**src/scdb_pkg.sv**
```systemverilog
// ----------------------------------------------------------------------------
// scdb_pkg
// Types, opcode codes and lookup helpers shared by the CDB field decoder.
// ----------------------------------------------------------------------------
package scdb_pkg;

	// Command transaction: one CDB of up to 16 bytes
	typedef struct packed {
		logic [63:0] cdb_head;
		logic [63:0] cdb_tail;
	} cmd_t;

	typedef enum logic [1:0] {
		DIR_NONE     = 2'd0,
		DIR_FROM_DEV = 2'd1,
		DIR_TO_DEV   = 2'd2
	} dir_t;

	typedef enum logic [1:0] {
		ST_OK        = 2'd0,
		ST_BAD_GROUP = 2'd1,
		ST_NO_RULE   = 2'd2
	} status_t;

	// Result transaction
	typedef struct packed {
		logic [4:0]  cdb_length;
		logic [63:0] block_address;
		logic [47:0] transfer_bytes;
		dir_t        direction;
		status_t     decode_status;
	} res_t;

	localparam int BS_W  = 17;
	localparam int CNT_W = 32;
	localparam int XFR_W = 48;

	localparam logic [BS_W-1:0] BLOCK_SIZE_RST = 17'd512;
	localparam logic [BS_W-1:0] BLOCK_SIZE_MAX = 17'h10000;

	// Opcode groups (opcode bits 7..5)
	localparam logic [2:0] GRP_6   = 3'd0;
	localparam logic [2:0] GRP_10A = 3'd1;
	localparam logic [2:0] GRP_10B = 3'd2;
	localparam logic [2:0] GRP_16  = 3'd4;
	localparam logic [2:0] GRP_12  = 3'd5;

	localparam logic [4:0] LEN_6  = 5'd6;
	localparam logic [4:0] LEN_10 = 5'd10;
	localparam logic [4:0] LEN_12 = 5'd12;
	localparam logic [4:0] LEN_16 = 5'd16;

	// Opcodes with a transfer rule, plus the two ATA passthrough forms
	localparam logic [7:0] OP_TEST_UNIT_READY = 8'h00;
	localparam logic [7:0] OP_START_STOP      = 8'h1b;
	localparam logic [7:0] OP_VERIFY_10       = 8'h2f;
	localparam logic [7:0] OP_VERIFY_12       = 8'haf;
	localparam logic [7:0] OP_VERIFY_16       = 8'h8f;
	localparam logic [7:0] OP_WRITE_SAME_10   = 8'h41;
	localparam logic [7:0] OP_WRITE_SAME_16   = 8'h93;
	localparam logic [7:0] OP_READ_CAP_10     = 8'h25;
	localparam logic [7:0] OP_READ_6          = 8'h08;
	localparam logic [7:0] OP_WRITE_6         = 8'h0a;
	localparam logic [7:0] OP_READ_10         = 8'h28;
	localparam logic [7:0] OP_READ_12         = 8'ha8;
	localparam logic [7:0] OP_READ_16         = 8'h88;
	localparam logic [7:0] OP_WRITE_10        = 8'h2a;
	localparam logic [7:0] OP_WRITE_12        = 8'haa;
	localparam logic [7:0] OP_WRITE_16        = 8'h8a;
	localparam logic [7:0] OP_WR_VERIFY_10    = 8'h2e;
	localparam logic [7:0] OP_WR_VERIFY_12    = 8'hae;
	localparam logic [7:0] OP_WR_VERIFY_16    = 8'h8e;
	localparam logic [7:0] OP_INQUIRY         = 8'h12;
	localparam logic [7:0] OP_ATA_PT_12       = 8'ha1;
	localparam logic [7:0] OP_ATA_PT_16       = 8'h85;

	localparam logic [XFR_W-1:0] READ_CAP_10_BYTES = 48'd8;
	localparam logic [CNT_W-1:0] SHORT_ZERO_BLOCKS = 32'd256;

	// Opcodes whose data moves towards the device
	function automatic logic to_device_op(input logic [7:0] op);
		logic hit;
		case (op)
			8'h0a, 8'h2a, 8'h2e, 8'haa, 8'hae, 8'h8a, 8'h8e,
			8'h2f, 8'haf, 8'h8f, 8'h18, 8'h3a, 8'h39, 8'h40,
			8'h4c, 8'h15, 8'h55, 8'h1d, 8'h3b, 8'h04, 8'h07,
			8'h31, 8'h30, 8'h32, 8'h3d, 8'h3f, 8'h41, 8'h93,
			8'h42, 8'hb0, 8'hb1, 8'hb2, 8'h38, 8'hb6, 8'h5d,
			8'hbf, 8'h5f, 8'ha4, 8'h24, 8'h1b: hit = 1'b1;
			default:                           hit = 1'b0;
		endcase
		return hit;
	endfunction

endpackage

```
**src/scdb_decode.sv**
```systemverilog
// ----------------------------------------------------------------------------
// scdb_decode
// Combinational decode of one CDB: length, LBA, byte count, direction, status.
// ----------------------------------------------------------------------------
module scdb_decode
	import scdb_pkg::*;
(
	input  cmd_t                cmd,
	input  logic [BS_W-1:0]     block_size,
	output res_t                res
);

	logic [7:0]       op;
	logic [2:0]       grp;
	logic [7:0]       b1;
	logic             grp_ok;
	logic [4:0]       len;
	logic [63:0]      lba;
	logic [CNT_W-1:0] cnt;
	logic [CNT_W-1:0] mul_cnt;
	logic             use_mul;
	logic [XFR_W-1:0] fixed_xfer;
	logic [XFR_W-1:0] prod;
	logic [XFR_W-1:0] xfer;
	status_t          status;
	dir_t             dir_data;
	dir_t             dir;

	assign op  = cmd.cdb_head[63:56];
	assign grp = op[7:5];
	assign b1  = cmd.cdb_head[55:48];

	always_comb begin
		grp_ok = 1'b1;
		len    = '0;
		lba    = '0;
		cnt    = '0;
		case (grp)
			GRP_6: begin
				len = LEN_6;
				lba = {43'd0, cmd.cdb_head[52:32]};
				cnt = {24'd0, cmd.cdb_head[31:24]};
			end
			GRP_10A, GRP_10B: begin
				len = LEN_10;
				lba = {32'd0, cmd.cdb_head[47:16]};
				cnt = {16'd0, cmd.cdb_head[7:0], cmd.cdb_tail[63:56]};
			end
			GRP_12: begin
				len = LEN_12;
				lba = {32'd0, cmd.cdb_head[47:16]};
				cnt = {cmd.cdb_head[15:0], cmd.cdb_tail[63:48]};
			end
			GRP_16: begin
				len = LEN_16;
				lba = {cmd.cdb_head[47:0], cmd.cdb_tail[63:48]};
				cnt = cmd.cdb_tail[47:16];
			end
			default: grp_ok = 1'b0;
		endcase
	end

	// Per-opcode transfer rule: either a block count to scale or a fixed length
	always_comb begin
		status     = ST_OK;
		use_mul    = 1'b0;
		mul_cnt    = cnt;
		fixed_xfer = '0;
		case (op)
			OP_TEST_UNIT_READY, OP_START_STOP: fixed_xfer = '0;
			OP_VERIFY_10, OP_VERIFY_12, OP_VERIFY_16: begin
				use_mul = 1'b1;
				if (!b1[1])
					mul_cnt = '0;
				else if (b1[2])
					mul_cnt = CNT_W'(1);
			end
			OP_WRITE_SAME_10, OP_WRITE_SAME_16: begin
				use_mul = 1'b1;
				mul_cnt = b1[0] ? '0 : CNT_W'(1);
			end
			OP_READ_CAP_10: fixed_xfer = READ_CAP_10_BYTES;
			OP_READ_6, OP_WRITE_6: begin
				use_mul = 1'b1;
				if (cnt == '0)
					mul_cnt = SHORT_ZERO_BLOCKS;
			end
			OP_WRITE_10, OP_WR_VERIFY_10, OP_WRITE_12, OP_WR_VERIFY_12,
			OP_WRITE_16, OP_WR_VERIFY_16, OP_READ_10, OP_READ_12, OP_READ_16:
				use_mul = 1'b1;
			OP_INQUIRY: fixed_xfer = {32'd0, cmd.cdb_head[39:24]};
			default: status = ST_NO_RULE;
		endcase
	end

	// A 32-bit count times at most 65536 always fits in 48 bits
	assign prod = XFR_W'(mul_cnt) * XFR_W'(block_size);
	assign xfer = use_mul ? prod : fixed_xfer;

	// ATA passthrough takes its direction from byte 2 bit 3
	always_comb begin
		if (to_device_op(op))
			dir_data = DIR_TO_DEV;
		else if (op == OP_ATA_PT_12 || op == OP_ATA_PT_16)
			dir_data = cmd.cdb_head[43] ? DIR_FROM_DEV : DIR_TO_DEV;
		else
			dir_data = DIR_FROM_DEV;
	end

	always_comb begin
		if (status == ST_NO_RULE)
			dir = dir_data;
		else if (xfer == '0)
			dir = DIR_NONE;
		else
			dir = dir_data;
	end

	always_comb begin
		if (grp_ok) begin
			res.cdb_length     = len;
			res.block_address  = lba;
			res.transfer_bytes = (status == ST_NO_RULE) ? '0 : xfer;
			res.direction      = dir;
			res.decode_status  = status;
		end else begin
			res.cdb_length     = '0;
			res.block_address  = '0;
			res.transfer_bytes = '0;
			res.direction      = DIR_NONE;
			res.decode_status  = ST_BAD_GROUP;
		end
	end

endmodule

```
**src/scsi_cdb_field_decoder.sv**
```systemverilog
// ----------------------------------------------------------------------------
// scsi_cdb_field_decoder
// Decodes SCSI command descriptor blocks into length, LBA, byte count,
// data direction and status, one transaction per cycle while results are taken.
// ----------------------------------------------------------------------------
// Each CDB transaction is captured in an input register, decoded by one pass
// of field selection, opcode match and a 32x17 multiply, and held in a result
// register, which presents it as a valid result. A new CDB is accepted every
// cycle while results are taken. block_size is written
// through cfg_we/cfg_wdata (reset 512, values above 65536 act as 65536) and
// must only change while no transaction is in flight.
module scsi_cdb_field_decoder
	import scdb_pkg::*;
(
	input  logic            clk,
	input  logic            arst_n,
	input  logic            cmd_valid,
	output logic            cmd_stall,
	input  cmd_t            cmd,
	output logic            res_valid,
	input  logic            res_stall,
	output res_t            res,
	input  logic            cfg_we,
	input  logic [BS_W-1:0] cfg_wdata
);

	logic            valid_s1;
	cmd_t            cmd_s1;
	logic            res_valid_q;
	res_t            res_q;
	logic [BS_W-1:0] block_size_q;
	logic [BS_W-1:0] bs_eff;
	logic            adv_out;
	logic            adv_s1;
	res_t            dec_res;

	assign adv_out   = !res_valid_q || !res_stall;
	assign adv_s1    = !valid_s1 || adv_out;
	assign cmd_stall = !adv_s1;

	// Bit 16 set means 65536 or above: clamp to 65536
	assign bs_eff = block_size_q[BS_W-1] ? BLOCK_SIZE_MAX : block_size_q;

	always_ff @(posedge clk or negedge arst_n) begin
		if (!arst_n)
			block_size_q <= BLOCK_SIZE_RST;
		else if (cfg_we)
			block_size_q <= cfg_wdata;
	end

	always_ff @(posedge clk or negedge arst_n) begin
		if (!arst_n)
			valid_s1 <= 1'b0;
		else if (adv_s1)
			valid_s1 <= cmd_valid;
	end

	always_ff @(posedge clk) begin
		if (adv_s1 && cmd_valid)
			cmd_s1 <= cmd;
	end

	scdb_decode u_decode (
		.cmd        (cmd_s1),
		.block_size (bs_eff),
		.res        (dec_res)
	);

	always_ff @(posedge clk or negedge arst_n) begin
		if (!arst_n)
			res_valid_q <= 1'b0;
		else if (adv_out)
			res_valid_q <= valid_s1;
	end

	// Hold the result while the downstream side stalls
	always_ff @(posedge clk) begin
		if (adv_out && valid_s1)
			res_q <= dec_res;
	end

	assign res_valid = res_valid_q;
	assign res       = res_q;

`ifndef SYNTHESIS
	a_stall_only_when_full: assert property (@(posedge clk) disable iff (!arst_n)
		cmd_stall |-> (valid_s1 && res_valid_q && res_stall))
		else $error("input stalled while pipeline has room");

	a_accept_reaches_s1: assert property (@(posedge clk) disable iff (!arst_n)
		(cmd_valid && !cmd_stall) |=> valid_s1)
		else $error("accepted transaction lost before decode");

	a_bad_group_clear: assert property (@(posedge clk) disable iff (!arst_n)
		(res_valid && res.decode_status == ST_BAD_GROUP) |->
		(res.cdb_length == 5'd0 && res.transfer_bytes == '0 && res.direction == DIR_NONE))
		else $error("invalid group result carries data");

	a_zero_xfer_no_dir: assert property (@(posedge clk) disable iff (!arst_n)
		(res_valid && res.decode_status == ST_OK && res.transfer_bytes == '0) |->
		(res.direction == DIR_NONE))
		else $error("zero-length transfer with a direction");
`endif

endmodule

```
**config.mk**
```make
export PLATFORM = sky130hd
export DESIGN_NAME = scsi_cdb_field_decoder
export DESIGN_NICKNAME = d
export VERILOG_FILES = /design/src/scdb_pkg.sv /design/src/scdb_decode.sv /design/src/scsi_cdb_field_decoder.sv
export SDC_FILE = /design/constraint.sdc
export NUM_CORES = 2
export LEC_CHECK = 0
export BUFFER_PORTS_ARGS = -buffer_cell sky130_fd_sc_hd__clkbuf_2
export CELL_PAD_IN_SITES_DETAIL_PLACEMENT = 1
export CELL_PAD_IN_SITES_GLOBAL_PLACEMENT = 1
export CORE_MARGIN = 1.5
export CORE_UTILIZATION = 48
export DETAILED_ROUTE_END_ITERATION = 8
export GPL_ROUTABILITY_DRIVEN = 0
export PLACE_DENSITY_LB_ADDON = 0.1
export SETUP_SLACK_MARGIN = 0.15
export SLEW_MARGIN = 20
export SYNTH_ARGS = -nofsm -noshare
export SYNTH_HDL_FRONTEND = slang
export SYNTH_SLANG_ARGS = --single-unit
```
**constraint.sdc**
```tcl
create_clock -name clk -period 11.3 [get_ports clk]
set_input_delay 0.565 -clock clk [delete_from_list [all_inputs] [get_ports clk]]
set_output_delay 0.565 -clock clk [all_outputs]
set_load 0.005 [all_outputs]
```
==> results.toml <==
[route]
vias_per_cell = 5.68
wl_mm = 95.4
wl_per_cell_um = 24.1
drtIter0Drc = 1696
drc = 0
dr.pass1.iters = 5
ant_nets = 0
vias = 22500

[logic_synthesis]
ys_seq_area_frac = 0.260
synth_area_um2 = 28300
synth_commonest_cells = "inv_1, nand2_1, fa_1"
synthCells = 2968
synth_warnings = 0
synth_seq_cells = 248
yosys.area.top_type = "fa_1"
synth_top_area_frac = 0.317
ys_types = 79
synth_edf_count = 229
async_flop_share = 0.0766
syn_area_per_cell_um2 = 9.54
synth_nets = 3685
synth.most_common_cell = "inv_1"
synth_area_leaders = "fa_1, edfxtp_1, inv_1"
synthFlopType = "edfxtp_1"

[floorplan]
start_util = 0.488
die_h_um = 246
die_w_um = 246
die_area_um2 = 60500
row_count = 88
io_pins = 273
core_um2 = 58000

[setup_path]
required_ns = 11.58
crit_top_cell = "fa_1"
slowest_stage = "edfxtp_1"
critPathCaptureType = "flop"
path_max_fanout = 16
cp.arrival_ns = 10.98
critPathKind = "reg -> reg"
worst_setup_path_start_kind = "flop"
slowest_delay_ns = 0.58

[power]
leakage_nw = 14.8
power_density_nw_per_um2 = 150
ir_worst_vdd_mv = 0.146

[layout]
area_delta_synth_final_pct = 11.3
stdcell_area_um2 = 31500
drive_gt1_frac = 0.140
nets = 3883

[grt]
grt_usage = 0.323
grt_overflow = 0
antenna_found_initial = 2
grt_pass1_vias = 24300
grt_start_max_net_pins = 75
grt_pass1_wl_mm = 146

[timing]
setup_viol = 0
drv_slew = 0
fin_tns_setup_ns = 0
worstMarginPinSlew_ns = 1.15
relSlewSlack = 0.231
finalClockSkew_ns = 0.0238
timing.final.crit_share = 0.947
setup_slack_ns = 0.597
hold_viol_final = 0
fmax_mhz = 93.4
rsz0062_at_grt = "false"
min_period_ns = 10.70

[placement]
place_area_um2 = 30600
portBuffers = 252
dp_slack_ns = 0.394
place_hpwl_mm = 76.1

[clocking]
cts_made_buffers = 26
cts_tree = "yes"
clk_latency_ns = 0.56
cts_sinks = 248
htree_levels = 1
clock_path_buffers = 3
cts_root_buf = "clkbuf_16"
clk_pin_slew_ns = 0.07

[outcome]
status = "completed"

[min_path]
hold_path_class = "in -> reg"

[run]
max-cap-violations = 0
## metal layers
metal  GRT usage  part of all wire  wire length [um]
met5           0           0.00014                13
met4      0.0942             0.031              2990
met1       0.439              0.42             40100
met3      0.0558             0.073              6920
met2       0.531              0.48             45400
## logic make-up after synthesis
| group | synth area share |
|---|---|
| AND/OR/NAND/NOR | 0.155 |
| buffers and inverters | 0.104 |
| adder cells (fa/ha/maj) | 0.369 |
| AO/OA/AOI/OAI | 0.0746 |
| flip-flops | 0.260 |
| multiplexers | 0.0255 |
| XOR/XNOR | 0.0117 |
| other | 0.000132 |
## stage by stage
stage | util | hold slack (ns) | total power, W | instances
floorplan | - | 0.269 | 0.00284 | 2968
detailed placement | 0.527 | 0.473 | 0.00381 | 3900
global route | 0.543 | 0.162 | 0.00505 | 3953
global placement | 0.527 | 0.463 | 0.00372 | 3900
CTS | 0.542 | 0.160 | 0.00472 | 3949
finish | 0.543 | 0.177 | 0.00474 | 3956
## worst max-delay path, delay by kind of cell (launching register included)
| kind | cells | cell delay (ns) |
|---|---|---|
| flops | 1 | 0.58 |
| simple gates | 10 | 2.70 |
| buf+inv | 6 | 0.96 |
| fa+ha+maj | 7 | 3.26 |
| compound gates | 8 | 2.53 |
| xor+xnor | 1 | 0.36 |
## final cells by class
class | instances | area (um2)
Clock buffer | 33 | 687
Timing Repair Buffer | 340 | 1970
Tap cell | 765 | 957
Fill cell | 6654 | 26500
Inverter | 595 | 2230
Multi-Input combinational cell | 1955 | 18100
Sequential cell | 248 | 7350
Clock inverter | 15 | 198
Antenna cell | 5 | 12.5
## cell usage in the layout (no fill, tap or decap), drive strengths merged, types with 6 or more instances in the layout
master,synthesis,layout
inv,595,596
nand2,489,489
fa,448,448
clkbuf,108,285
edfxtp,229,229
nor2,140,140
ha,119,119
buf,62,87
nor3,82,82
a21oi,78,78
o21ai,74,74
and2,72,72
mux2i,53,53
nor2b,32,32
nand3,27,27
nand4,25,25
a21o,25,25
xnor2,24,24
nand2b,22,22
a22o,20,20
dfrtp,18,18
mux2,17,17
a31oi,16,16
nor4,16,16
a211oi,14,14
xor2,13,13
and3,10,10
o21a,10,10
or2,10,10
or3,9,9
o31ai,9,9
clkinv,0,9
o21bai,8,8
a31o,6,6
## where the power goes
part	switching (W)	internal (W)	leakage [nW]
clock network	0.000376	0.000525	0.427
logic	0.00177	0.000926	11.9
registers	0.0000565	0.00109	2.47
total	0.00220	0.00254	14.8
## timing repair
action                                 4_1_cts  5_1_grt
setup endpoints to repair                    0        2
resized for setup                            0        4
endpoints found under the hold margin       18        0
buffers inserted                             0        1
hold buffers                                 1        0
## registers in the layout (all words and copies together), names as in the netlist
| register | count |
|---|---|
| res | 120 |
| block_size_q | 17 |
| cmd_s1 | 109 |
| valid_s1 | 1 |
| res_valid | 1 |
## final timing paths
check / from / endpoint / depth (start not counted) / slack (ns)
min: cmd[122] / cmd_s1[122] / 1 / 0.18
min in group asynchronous: arst_n / block_size_q[2] / 2 / 0.50
max: cmd_s1[127] / res[3] / 32 / 0.60
max reg2reg: cmd_s1[127] / res[3] / 32 / 0.60
max in group asynchronous: arst_n / block_size_q[16] / 2 / 10.43
min reg2reg: valid_s1 / res_valid / 1 / 0.49
Note: power is estimated with default switching activity, not from simulation.
